**src/sv/stc_pkg.sv**
```systemverilog
package stc_pkg;

	localparam int unsigned CP_W    = 21;
	localparam int unsigned START_W = 32;
	localparam int unsigned ERR_W   = 3;
	localparam int unsigned MAP_W   = 64;
	localparam int unsigned NUM_MAP = 4;
	localparam int unsigned CFG_IDX_W = 2;

	localparam logic [ERR_W-1:0] ERR_NONE  = 3'd0;
	localparam logic [ERR_W-1:0] ERR_NL    = 3'd1;
	localparam logic [ERR_W-1:0] ERR_EMPTY = 3'd2;
	localparam logic [ERR_W-1:0] ERR_QUOTE = 3'd3;
	localparam logic [ERR_W-1:0] ERR_COM   = 3'd4;

	typedef struct packed {
		logic [CP_W-1:0]    tok_char;
		logic               has_char;
		logic               tok_first;
		logic               tok_last;
		logic [START_W-1:0] tok_start;
		logic [ERR_W-1:0]   err_code;
	} res_t;

	// Results caused by one input item; the second is used only when two is set.
	typedef struct packed {
		logic two;
		res_t res0;
		res_t res1;
	} grp_t;

endpackage

```
**src/sv/source_char_tokenizer.sv**
```systemverilog
// Source character tokenizer. One code point, with its lookahead, is accepted per cycle
// whenever the internal result queue has room; the lexer state updates in that same cycle,
// so consecutive beats never wait on each other. Each beat causes zero, one or two result
// beats, which pass through a queue of QUEUE_DEPTH groups and, unless out_stall is high,
// leave one per cycle from a registered output stage; an item with two results gives res0
// then res1. The input stalls only when the queue fills behind a stalled or slower output.
// The separator maps may be written at any time the block is idle and take effect at once.
module source_char_tokenizer #(
	parameter int unsigned QUEUE_DEPTH = 4
) (
	input  logic                                clk,
	input  logic                                arst_n,
	input  logic                                in_valid,
	output logic                                in_stall,
	input  logic [stc_pkg::CP_W-1:0]            code_point,
	input  logic [stc_pkg::CP_W-1:0]            next_point,
	input  logic                                is_end,
	output logic                                out_valid,
	input  logic                                out_stall,
	output logic [stc_pkg::CP_W-1:0]            tok_char,
	output logic                                has_char,
	output logic                                tok_first,
	output logic                                tok_last,
	output logic [stc_pkg::START_W-1:0]         tok_start,
	output logic [stc_pkg::ERR_W-1:0]           err_code,
	input  logic                                cfg_we,
	input  logic [stc_pkg::CFG_IDX_W-1:0]       cfg_index,
	input  logic [stc_pkg::MAP_W-1:0]           cfg_data
);

	logic          q_full;
	logic          q_push;
	logic          q_pop;
	logic          q_empty;
	stc_pkg::grp_t q_wdata;
	stc_pkg::grp_t q_rdata;
	stc_pkg::res_t res;

	stc_front u_front (
		.clk        (clk),
		.arst_n     (arst_n),
		.in_valid   (in_valid),
		.in_stall   (in_stall),
		.code_point (code_point),
		.next_point (next_point),
		.is_end     (is_end),
		.cfg_we     (cfg_we),
		.cfg_index  (cfg_index),
		.cfg_data   (cfg_data),
		.q_full     (q_full),
		.q_push     (q_push),
		.q_data     (q_wdata)
	);

	stc_queue #(
		.DEPTH (QUEUE_DEPTH)
	) u_queue (
		.clk       (clk),
		.arst_n    (arst_n),
		.push      (q_push),
		.push_data (q_wdata),
		.full      (q_full),
		.pop       (q_pop),
		.pop_data  (q_rdata),
		.empty     (q_empty)
	);

	stc_back u_back (
		.clk       (clk),
		.arst_n    (arst_n),
		.q_empty   (q_empty),
		.q_data    (q_rdata),
		.q_pop     (q_pop),
		.out_valid (out_valid),
		.out_stall (out_stall),
		.res       (res)
	);

	assign tok_char  = res.tok_char;
	assign has_char  = res.has_char;
	assign tok_first = res.tok_first;
	assign tok_last  = res.tok_last;
	assign tok_start = res.tok_start;
	assign err_code  = res.err_code;

endmodule

```
**src/sv/stc_front.sv**
```systemverilog
module stc_front (
	input  logic                                   clk,
	input  logic                                   arst_n,
	input  logic                                   in_valid,
	output logic                                   in_stall,
	input  logic [stc_pkg::CP_W-1:0]               code_point,
	input  logic [stc_pkg::CP_W-1:0]               next_point,
	input  logic                                   is_end,
	input  logic                                   cfg_we,
	input  logic [stc_pkg::CFG_IDX_W-1:0]          cfg_index,
	input  logic [stc_pkg::MAP_W-1:0]              cfg_data,
	input  logic                                   q_full,
	output logic                                   q_push,
	output stc_pkg::grp_t                          q_data
);

	localparam logic [2:0] M_BASE = 3'd0;
	localparam logic [2:0] M_WORD = 3'd1;
	localparam logic [2:0] M_STR  = 3'd2;
	localparam logic [2:0] M_CHR  = 3'd3;
	localparam logic [2:0] M_LCOM = 3'd4;
	localparam logic [2:0] M_MCOM = 3'd5;

	localparam logic [20:0] CH_TAB   = 21'h09;
	localparam logic [20:0] CH_LF    = 21'h0A;
	localparam logic [20:0] CH_CR    = 21'h0D;
	localparam logic [20:0] CH_SP    = 21'h20;
	localparam logic [20:0] CH_DQ    = 21'h22;
	localparam logic [20:0] CH_SQ    = 21'h27;
	localparam logic [20:0] CH_STAR  = 21'h2A;
	localparam logic [20:0] CH_DOT   = 21'h2E;
	localparam logic [20:0] CH_SLASH = 21'h2F;
	localparam logic [20:0] CH_0     = 21'h30;
	localparam logic [20:0] CH_9     = 21'h39;
	localparam logic [20:0] CH_BSL   = 21'h5C;
	localparam logic [20:0] CH_N     = 21'h6E;
	localparam logic [20:0] CH_R     = 21'h72;
	localparam logic [20:0] CH_T     = 21'h74;

	typedef struct packed {
		logic [2:0]  mode;
		logic        esc;
		logic [20:0] held_char;
		logic        held_valid;
		logic        held_first;
		logic [1:0]  tlen;
		logic        skip;
		logic [31:0] cidx;
		logic [31:0] tbeg;
	} lex_st_t;

	typedef struct packed {
		lex_st_t       st;
		stc_pkg::res_t res0;
		stc_pkg::res_t res1;
		logic [1:0]    n;
	} ctx_t;

	localparam lex_st_t LEX_RESET = '0;

	lex_st_t st_q;
	logic [stc_pkg::NUM_MAP-1:0][stc_pkg::MAP_W-1:0] sep_map_q;

	ctx_t        x;
	logic        accept;
	logic        sp;
	logic        sep;
	logic        map_hit;
	logic        dot_num;
	logic        empty;
	logic [20:0] close_ch;
	logic [2:0]  end_err;

	function automatic ctx_t f_emit(ctx_t xi, logic [20:0] ch, logic has, logic first,
			logic last, logic [2:0] err);
		stc_pkg::res_t r;
		ctx_t xo;
		xo = xi;
		r.tok_char  = ch;
		r.has_char  = has;
		r.tok_first = first;
		r.tok_last  = last;
		r.tok_start = xi.st.tbeg;
		r.err_code  = err;
		if (xi.n == 2'd0) begin
			xo.res0 = r;
		end else if (xi.n == 2'd1) begin
			xo.res1 = r;
		end
		if (xi.n != 2'd2) begin
			xo.n = xi.n + 2'd1;
		end
		return xo;
	endfunction

	function automatic ctx_t f_append(ctx_t xi, logic [20:0] c);
		ctx_t xo;
		xo = xi;
		if (xi.st.held_valid) begin
			xo = f_emit(xo, xi.st.held_char, 1'b1, xi.st.held_first, 1'b0,
				stc_pkg::ERR_NONE);
		end
		xo.st.held_char  = c;
		xo.st.held_valid = 1'b1;
		xo.st.held_first = (xi.st.tlen == 2'd0);
		if (xi.st.tlen != 2'd3) begin
			xo.st.tlen = xi.st.tlen + 2'd1;
		end
		return xo;
	endfunction

	function automatic ctx_t f_add(ctx_t xi, logic [20:0] c);
		ctx_t xo;
		logic [20:0] t;
		xo = xi;
		case (c)
			CH_T: t = CH_TAB;
			CH_N: t = CH_LF;
			CH_R: t = CH_CR;
			CH_BSL, CH_SQ, CH_DQ: t = c;
			default: t = '0;
		endcase
		if (c == CH_BSL && !xi.st.esc && (xi.st.mode == M_STR || xi.st.mode == M_CHR)) begin
			xo = f_append(xo, c);
			xo.st.esc = 1'b1;
		end else if (c != CH_CR) begin
			if (xi.st.esc && xi.st.held_valid && t != '0) begin
				xo.st.held_char = t;
				xo.st.esc = 1'b0;
			end else begin
				xo = f_append(xo, c);
				xo.st.esc = 1'b0;
			end
		end
		return xo;
	endfunction

	function automatic ctx_t f_push(ctx_t xi);
		ctx_t xo;
		xo = xi;
		if (xi.st.held_valid) begin
			xo = f_emit(xo, xi.st.held_char, 1'b1, xi.st.held_first, 1'b1,
				stc_pkg::ERR_NONE);
		end
		xo.st.held_valid = 1'b0;
		xo.st.held_char  = '0;
		xo.st.held_first = 1'b0;
		xo.st.tlen       = 2'd0;
		return xo;
	endfunction

	function automatic ctx_t f_base(ctx_t xi, logic [20:0] c, logic [20:0] nx, logic is_sp,
			logic is_sep);
		ctx_t xo;
		xo = xi;
		xo.st.tbeg = xi.st.cidx;
		if (!is_sp) begin
			if (c == CH_SLASH && nx == CH_SLASH) begin
				xo.st.mode = M_LCOM;
			end else if (c == CH_SLASH && nx == CH_STAR) begin
				xo.st.mode = M_MCOM;
			end else if (is_sep) begin
				xo = f_add(xo, c);
				xo = f_push(xo);
			end else if (c == CH_SQ) begin
				xo = f_add(xo, c);
				xo.st.mode = M_CHR;
			end else if (c == CH_DQ) begin
				xo = f_add(xo, c);
				xo.st.mode = M_STR;
			end else begin
				xo.st.mode = M_WORD;
				xo = f_add(xo, c);
			end
		end
		return xo;
	endfunction

	assign in_stall = q_full;
	assign accept   = in_valid && !q_full;

	always_comb begin
		sp      = code_point inside {CH_SP, [CH_TAB:CH_CR]};
		dot_num = (code_point == CH_DOT) && (next_point inside {[CH_0:CH_9]});
		map_hit = (code_point[20:8] == '0) && sep_map_q[code_point[7:6]][code_point[5:0]];
		sep     = !dot_num && (map_hit || sp);
	end

	always_comb begin
		x.st   = st_q;
		x.res0 = '0;
		x.res1 = '0;
		x.n    = 2'd0;
		empty  = 1'b0;
		close_ch = (st_q.mode == M_STR) ? CH_DQ : CH_SQ;
		end_err  = stc_pkg::ERR_NONE;
		if (is_end) begin
			x = f_push(x);
			if (st_q.mode == M_STR || st_q.mode == M_CHR) begin
				end_err = stc_pkg::ERR_QUOTE;
			end else if (st_q.mode == M_MCOM) begin
				end_err = stc_pkg::ERR_COM;
			end
			if (end_err != stc_pkg::ERR_NONE) begin
				if (x.n == 2'd1) begin
					x.res0.err_code = end_err;
				end else if (x.n == 2'd2) begin
					x.res1.err_code = end_err;
				end else begin
					x = f_emit(x, '0, 1'b0, 1'b0, 1'b0, end_err);
				end
			end
			x.st = LEX_RESET;
		end else if (st_q.skip) begin
			x.st.skip = 1'b0;
			x.st.cidx = st_q.cidx + 32'd1;
		end else begin
			case (st_q.mode)
				M_BASE: begin
					x = f_base(x, code_point, next_point, sp, sep);
				end
				M_WORD: begin
					if (sep) begin
						x = f_push(x);
						x.st.mode = M_BASE;
						x = f_base(x, code_point, next_point, sp, sep);
					end else begin
						x = f_add(x, code_point);
					end
				end
				M_STR, M_CHR: begin
					if (code_point == close_ch && !st_q.esc) begin
						x = f_add(x, code_point);
						empty = (st_q.mode == M_CHR) && (x.st.tlen == 2'd2);
						x = f_push(x);
						if (empty && x.n == 2'd1) begin
							x.res0.err_code = stc_pkg::ERR_EMPTY;
						end else if (empty && x.n == 2'd2) begin
							x.res1.err_code = stc_pkg::ERR_EMPTY;
						end
						x.st.mode = M_BASE;
					end else if (code_point == CH_LF) begin
						x = f_emit(x, '0, 1'b0, 1'b0, 1'b0, stc_pkg::ERR_NL);
					end else begin
						x = f_add(x, code_point);
					end
				end
				M_LCOM: begin
					if (code_point == CH_LF) begin
						x.st.mode = M_BASE;
					end
				end
				M_MCOM: begin
					if (code_point == CH_STAR && next_point == CH_SLASH) begin
						x.st.skip = 1'b1;
						x.st.mode = M_BASE;
					end
				end
				default: begin
					x.st.mode = M_BASE;
				end
			endcase
			x.st.cidx = x.st.cidx + 32'd1;
		end
	end

	assign q_push      = accept && (x.n != 2'd0);
	assign q_data.two  = (x.n == 2'd2);
	assign q_data.res0 = x.res0;
	assign q_data.res1 = x.res1;

	always_ff @(posedge clk or negedge arst_n) begin
		if (!arst_n) begin
			st_q <= LEX_RESET;
		end else if (accept) begin
			st_q <= x.st;
		end
	end

	always_ff @(posedge clk or negedge arst_n) begin
		if (!arst_n) begin
			sep_map_q <= '0;
		end else if (cfg_we) begin
			sep_map_q[cfg_index] <= cfg_data;
		end
	end

endmodule

```
**src/sv/stc_queue.sv**
```systemverilog
module stc_queue #(
	parameter int unsigned DEPTH = 4
) (
	input  logic          clk,
	input  logic          arst_n,
	input  logic          push,
	input  stc_pkg::grp_t push_data,
	output logic          full,
	input  logic          pop,
	output stc_pkg::grp_t pop_data,
	output logic          empty
);

	localparam int unsigned AW = (DEPTH > 1) ? $clog2(DEPTH) : 1;
	localparam int unsigned CW = $clog2(DEPTH + 1);
	localparam logic [AW-1:0] LAST = AW'(DEPTH - 1);
	localparam logic [CW-1:0] FULL_CNT = CW'(DEPTH);

	stc_pkg::grp_t mem_q [DEPTH];
	logic [AW-1:0] wr_ptr_q;
	logic [AW-1:0] rd_ptr_q;
	logic [CW-1:0] count_q;
	logic          do_push;
	logic          do_pop;

	assign full     = (count_q == FULL_CNT);
	assign empty    = (count_q == '0);
	assign do_push  = push && !full;
	assign do_pop   = pop && !empty;
	assign pop_data = mem_q[rd_ptr_q];

	always_ff @(posedge clk) begin
		if (do_push) begin
			mem_q[wr_ptr_q] <= push_data;
		end
	end

	always_ff @(posedge clk or negedge arst_n) begin
		if (!arst_n) begin
			wr_ptr_q <= '0;
			rd_ptr_q <= '0;
			count_q  <= '0;
		end else begin
			if (do_push) begin
				wr_ptr_q <= (wr_ptr_q == LAST) ? '0 : wr_ptr_q + AW'(1);
			end
			if (do_pop) begin
				rd_ptr_q <= (rd_ptr_q == LAST) ? '0 : rd_ptr_q + AW'(1);
			end
			if (do_push && !do_pop) begin
				count_q <= count_q + CW'(1);
			end else if (do_pop && !do_push) begin
				count_q <= count_q - CW'(1);
			end
		end
	end

endmodule

```
**src/sv/stc_back.sv**
```systemverilog
module stc_back (
	input  logic          clk,
	input  logic          arst_n,
	input  logic          q_empty,
	input  stc_pkg::grp_t q_data,
	output logic          q_pop,
	output logic          out_valid,
	input  logic          out_stall,
	output stc_pkg::res_t res
);

	stc_pkg::grp_t grp_q;
	logic          valid_q;
	logic          sel_q;
	logic          advance;
	logic          second;

	assign out_valid = valid_q;
	assign res       = sel_q ? grp_q.res1 : grp_q.res0;
	assign advance   = !valid_q || !out_stall;
	assign second    = valid_q && !sel_q && grp_q.two;
	assign q_pop     = advance && !second && !q_empty;

	always_ff @(posedge clk) begin
		if (q_pop) begin
			grp_q <= q_data;
		end
	end

	always_ff @(posedge clk or negedge arst_n) begin
		if (!arst_n) begin
			valid_q <= 1'b0;
			sel_q   <= 1'b0;
		end else if (advance) begin
			if (second) begin
				sel_q <= 1'b1;
			end else if (!q_empty) begin
				valid_q <= 1'b1;
				sel_q   <= 1'b0;
			end else begin
				valid_q <= 1'b0;
				sel_q   <= 1'b0;
			end
		end
	end

endmodule
```
**config.mk**
```make
export PLATFORM = sky130hd
export DESIGN_NAME = source_char_tokenizer
export DESIGN_NICKNAME = d
export VERILOG_FILES = /design/src/sv/stc_pkg.sv /design/src/sv/source_char_tokenizer.sv /design/src/sv/stc_front.sv /design/src/sv/stc_queue.sv /design/src/sv/stc_back.sv
export SDC_FILE = /design/constraint.sdc
export NUM_CORES = 1
export LEC_CHECK = 0
export BUFFER_PORTS_ARGS = -buffer_cell sky130_fd_sc_hd__buf_2
export CORE_AREA = 2 2 265 241
export CTS_CLUSTER_SIZE = 16
export DETAILED_ROUTE_END_ITERATION = 16
export DIE_AREA = 0 0 267 243
export MAX_ROUTING_LAYER = met4
export PLACE_DENSITY_LB_ADDON = 0.05
export SYNTH_ARGS = -nofsm -noshare
export SYNTH_HDL_FRONTEND = slang
export SYNTH_SLANG_ARGS = --single-unit
```
**constraint.sdc**
```tcl
create_clock -name clk -period 14.7 [get_ports clk]
set_clock_uncertainty 0.05 [all_clocks]
set_input_delay 0.735 -clock clk [delete_from_list [all_inputs] [get_ports clk]]
set_output_delay 0.735 -clock clk [all_outputs]
set_load 0.05 [all_outputs]
```
==> PnR_summary.wiki <==
{| class="wikitable"
! Metric !! Value
|-
| Reg-to-reg endpoint || u_queue.mem_q[2][107]
|-
| Peak fanout along the critical path || 61
|-
| Met3 Routed Length || roughly 5600 µm
|-
| Crit path from || code_point[6]
|-
| Iteration-0 DRC count of the detailed router || approximately 2000
|-
| H-tree level count || 3
|-
| Post-synthesis register bit count || roughly 940
|-
| Vias || 22551
|-
| Growth of design area from synthesis to finish || 12.23%
|-
| Maximum buffer depth of the clock tree || 3
|-
| Area share of the largest cell type after synthesis || 43.66%
|-
| Cell with the largest stage delay on the worst path || buf_4
|-
| TritonCTS clock tree || done
|-
| Seq/Total Area, Yosys || around 66%
|-
| Transition time at the pin with the least slew margin || 1.164 ns
|-
| R2R Path Start || u_front.sep_map_q[178]
|-
| FF-to-FF path depth || 12
|-
| Initial antenna violation count || 14
|-
| Fin nets || between 2000 and 3000
|-
| Switch Pwr || 2.428 mW
|-
| Leakage power of the design || between 15 and 20 nW
|-
| Design Area, Final || 0.04477 mm²
|-
| Number of standard cells after synthesis || 2432
|-
| Power Internal || 5.526 mW
|-
| Top layer reached by signal wires || met4
|-
| Final setup violation count || 0
|-
| Starting density of the core || roughly 64%
|-
| Maximum achievable frequency || 154.5 MHz
|-
| Max Cap Violations || 0
|-
| Share of power burned in the clock network || between 20% and 30%
|-
| Number of endpoints with negative hold slack in the final report || 0
|-
| CTS Hold Buffers Added || 0
|-
| Run status || complete, no violations
|-
| Final critical-path setup slack || slightly above 8 ns
|-
| Met1 wire length || about 38000 µm
|-
| Yosys top cell by area || edfxtp_1
|-
| Required arrival time at the worst endpoint || between 10 and 15 ns
|-
| Share of the clock period used by the worst path after layout || between 40% and 50%
|-
| Clock network latency to the later pin of the worst-skew pair || 0.65 ns
|-
| Worst supply voltage drop on vdd || around 0.19 mV
|-
| Clock transition at the registers of the reported paths || 0.06 ns
|-
| Post-synthesis instance area || between 0.03 and 0.04 mm²
|-
| Critical Setup Path Class || in2reg
|-
| Worst path cell trace || buf_4, buf_4, nor2b_1, nand3_1, nor3_1, o31ai_1, and3_1, ha_1, o21ai_0, a21oi_1, a41oi_1, o211ai_1, o31a_4, and2_4, buf_4
|-
| Finished Core Util || a little over 70%
|-
| CTS root buffer || clkbuf_16
|-
| Mean instance size in the synthesized netlist || 16.40 µm²
|-
| Residual DRC count || 0
|-
| Share of post-route cells with drive strength above 1 || between 30 and 40%
|-
| Row count || 87
|-
| Number of post-CTS setup repair buffers || 0
|-
| Pin count of the biggest net entering global routing || ~120
|-
| DRT Pass-1 Iters || 6
|-
| Kind of capture point of the worst setup path || flip-flop
|-
| ANT nets after route || 0
|-
| Overall die area || around 0.065 mm²
|-
| Most frequently used flop master after synthesis || edfxtp_1
|-
| DIE HEIGHT || roughly 240 µm
|-
| RSZ-0062 raised after global routing || false
|-
| Number of max-slew violations in the final report || 0
|-
| Met2 wire len || around 44000 µm
|-
| Mean number of vias per cell || 6.327
|-
| Core area || 0.06216 mm²
|-
| Arr. time, crit path || between 6 and 7 ns
|-
| Post-synth EDFFs || 580
|-
| Power density over the cells || 177.7 mW/mm²
|-
| Overflow left after global routing || 0
|-
| Longest individual stage delay on the worst path || ~0.81 ns
|-
| Total Wirelength || around 90000 µm
|-
| Wire length per cell after detailed routing || 25.06 µm
|-
| Cell area after placement || 0.04172 mm²
|-
| Startpoint kind of the worst setup timing path || primary input
|-
| Summed negative setup slack over all endpoints || 0 ns
|-
| Clock tree sinks || around 940
|-
| Overall track demand over capacity in global routing || between 20% and 30%
|-
| Hold Crit Class || in2async
|-
| CP most frequent cell || buf_4
|-
| DIE WIDTH || between 200 and 300 µm
|-
| TritonCTS buffer count || just over 90
|-
| Placer Congestion || approximately 0.9
|-
| FFs w/ async S/R, synth || 38.23%
|-
| Detail Placement HPWL || ~53000 µm
|-
| Resize count post-CTS || 0
|-
| Combinational cell fraction of total power || around a quarter
|-
| Number of unique standard cell types used by synthesis || between 80 and 90
|-
| Final period demand of the worst path || roughly 6.5 ns
|-
| Leading post-synthesis cells by cell area || edfxtp_1 44%, dfrtp_1 23%, mux2_2 9.3%
|-
| Register-to-register path setup slack || about 9.5 ns
|-
| Number of global-route vias before repair || 23639
|-
| Synth Warn # || 0
|-
| Input/output buffers || about 170
|-
| Global-route wire length before repair || approximately 140000 µm
|-
| Sequential Power Share || a little under half
|-
| Placement Setup Slack || about 7.5 ns
|-
| Relative max-transition margin || between 20% and 30%
|-
| Sw Ratio || a little under a third
|-
| Number of I/O pins || approximately 180
|}
==> layout by cell type (no fill, tap or decap), types with 10 or more instances in the layout <==
| cell type | count |
|---|---|
| edfxtp_1 | 580 |
| dfrtp_1 | 356 |
| mux2_2 | 328 |
| buf_2 | 172 |
| mux4_2 | 158 |
| nor2_1 | 114 |
| clkbuf_16 | 91 |
| nand2_1 | 90 |
| a22o_1 | 74 |
| a22oi_1 | 55 |
| conb_1 | 52 |
| o21ai_0 | 51 |
| buf_4 | 39 |
| nand3_1 | 33 |
| mux2i_1 | 32 |
| a21oi_1 | 30 |
| and2_1 | 28 |
| inv_1 | 22 |
| nand2b_1 | 21 |
| xor2_1 | 21 |
| nor4_1 | 20 |
| nand4_1 | 20 |
| clkbuf_1 | 19 |
| nor2b_1 | 18 |
| nor3_1 | 16 |
| ha_1 | 16 |
| or3_1 | 15 |
| clkinv_2 | 14 |
| diode_2 | 13 |
| clkinv_1 | 12 |
| bufinv_16 | 11 |
| a31oi_1 | 10 |
==> worst max-delay path by stage <==
stage | to | slack [ns] | cells past startpoint
floorplan | u_queue.mem_q[0][100] | 7.92 | 17
global placement | u_queue.mem_q[3][88] | 7.68 | 14
detailed placement | u_queue.mem_q[2][53] | 7.54 | 15
CTS | u_queue.mem_q[1][49] | 8.25 | 15
global route | u_queue.mem_q[2][103] | 7.69 | 15
finish | u_queue.mem_q[2][107] | 8.23 | 15
==> cell usage after synthesis (7+ instances only) <==
cell type  count
xnor2_1        7
a31oi_1       10
ha_1          16
o31ai_1        7
a21o_1         7
nor4_1        20
and2_1        32
a21boi_0       8
o21ai_0       51
nand2b_1      21
inv_1         23
dfrtp_1      359
nor2b_1       18
nand3_1       34
mux2i_1       32
buf_2         21
a211oi_1       7
nor2_1       115
nor3_1        18
or3_1         16
a21oi_1       31
mux4_2       158
a32o_1         7
mux2_2       328
xor2_1        21
and3_1         9
a22o_1        74
a22oi_1       55
buf_1         26
nand4_1       20
edfxtp_1     580
nand2_1       90
clkbuf_1      96
==> power groups by stage <==
stage	Combinational (mW)	Clock (mW)	Sequential, mW
2_1_floorplan	1.55	0	3.56
6_report	1.98	2.36	3.61
3_5_place_dp	2.00	0	3.66
4_1_cts	2.01	2.39	3.62
5_1_grt	2.12	2.50	3.66
3_3_place_gp	1.96	0	3.64
==> state kept, by name (all words and copies together), names as in the netlist <==
name and flops:
u_back.out_valid 1, u_front.st_q 94, u_queue.rd_ptr_q 2, u_back.sel_q 1, u_front.sep_map_q 256, u_queue.count_q 3, u_back.grp_q 116, u_queue.wr_ptr_q 2
u_queue.mem_q 464
==> layout make-up <==
| class | count | area (µm²) |
|---|---|---|
| repair buffers | 212 | 1169 |
| diodes | 13 | 32.53 |
| multi-input cells | 1366 | 12990 |
| clock inverters | 45 | 540.5 |
| well taps | 845 | 1057 |
| flip-flops and latches | 939 | 26410 |
| clock buffers | 119 | 2472 |
| fillers | 3866 | 17390 |
| inverters | 25 | 96.34 |
==> metal layers <==
layer  vias up  global-route usage (%)
li1       9890                       -
met1     11741                   38.94
met2       768                   46.14
met3       152                   5.215
met4         0                   8.146
met5         -                       -
==> metrics by stage <==
step | total power [mW] | hold WS [ns] | instances
after global placement | 5.603 | 0.4058 | 3387
after global routing | 8.277 | 0.1740 | 3564
final | 7.954 | 0.1137 | 3564
after floorplan | 5.108 | 0.3894 | 2483
after CTS | 8.020 | 0.1442 | 3551
after detailed placement | 5.664 | 0.4156 | 3387
==> kinds of logic after synthesis <==
| family | synth area share [%] |
|---|---|
| flip-flops | 66.18 |
| multiplexers | 19.28 |
| AND/OR/NAND/NOR | 5.605 |
| AO/OA/AOI/OAI | 5.856 |
| buffers and inverters | 1.895 |
| XOR/XNOR | 0.6148 |
| adder cells (fa/ha/maj) | 0.5520 |
| other | 0.009401 |
==> critical path: cells and delay by family <==
kind	cells	cell delay [ns]
compound gates	6	0.90
buf+inv	3	2.19
fa+ha+maj	1	0.45
simple gates	5	2.17
Note: power is estimated with default switching activity, not from simulation.
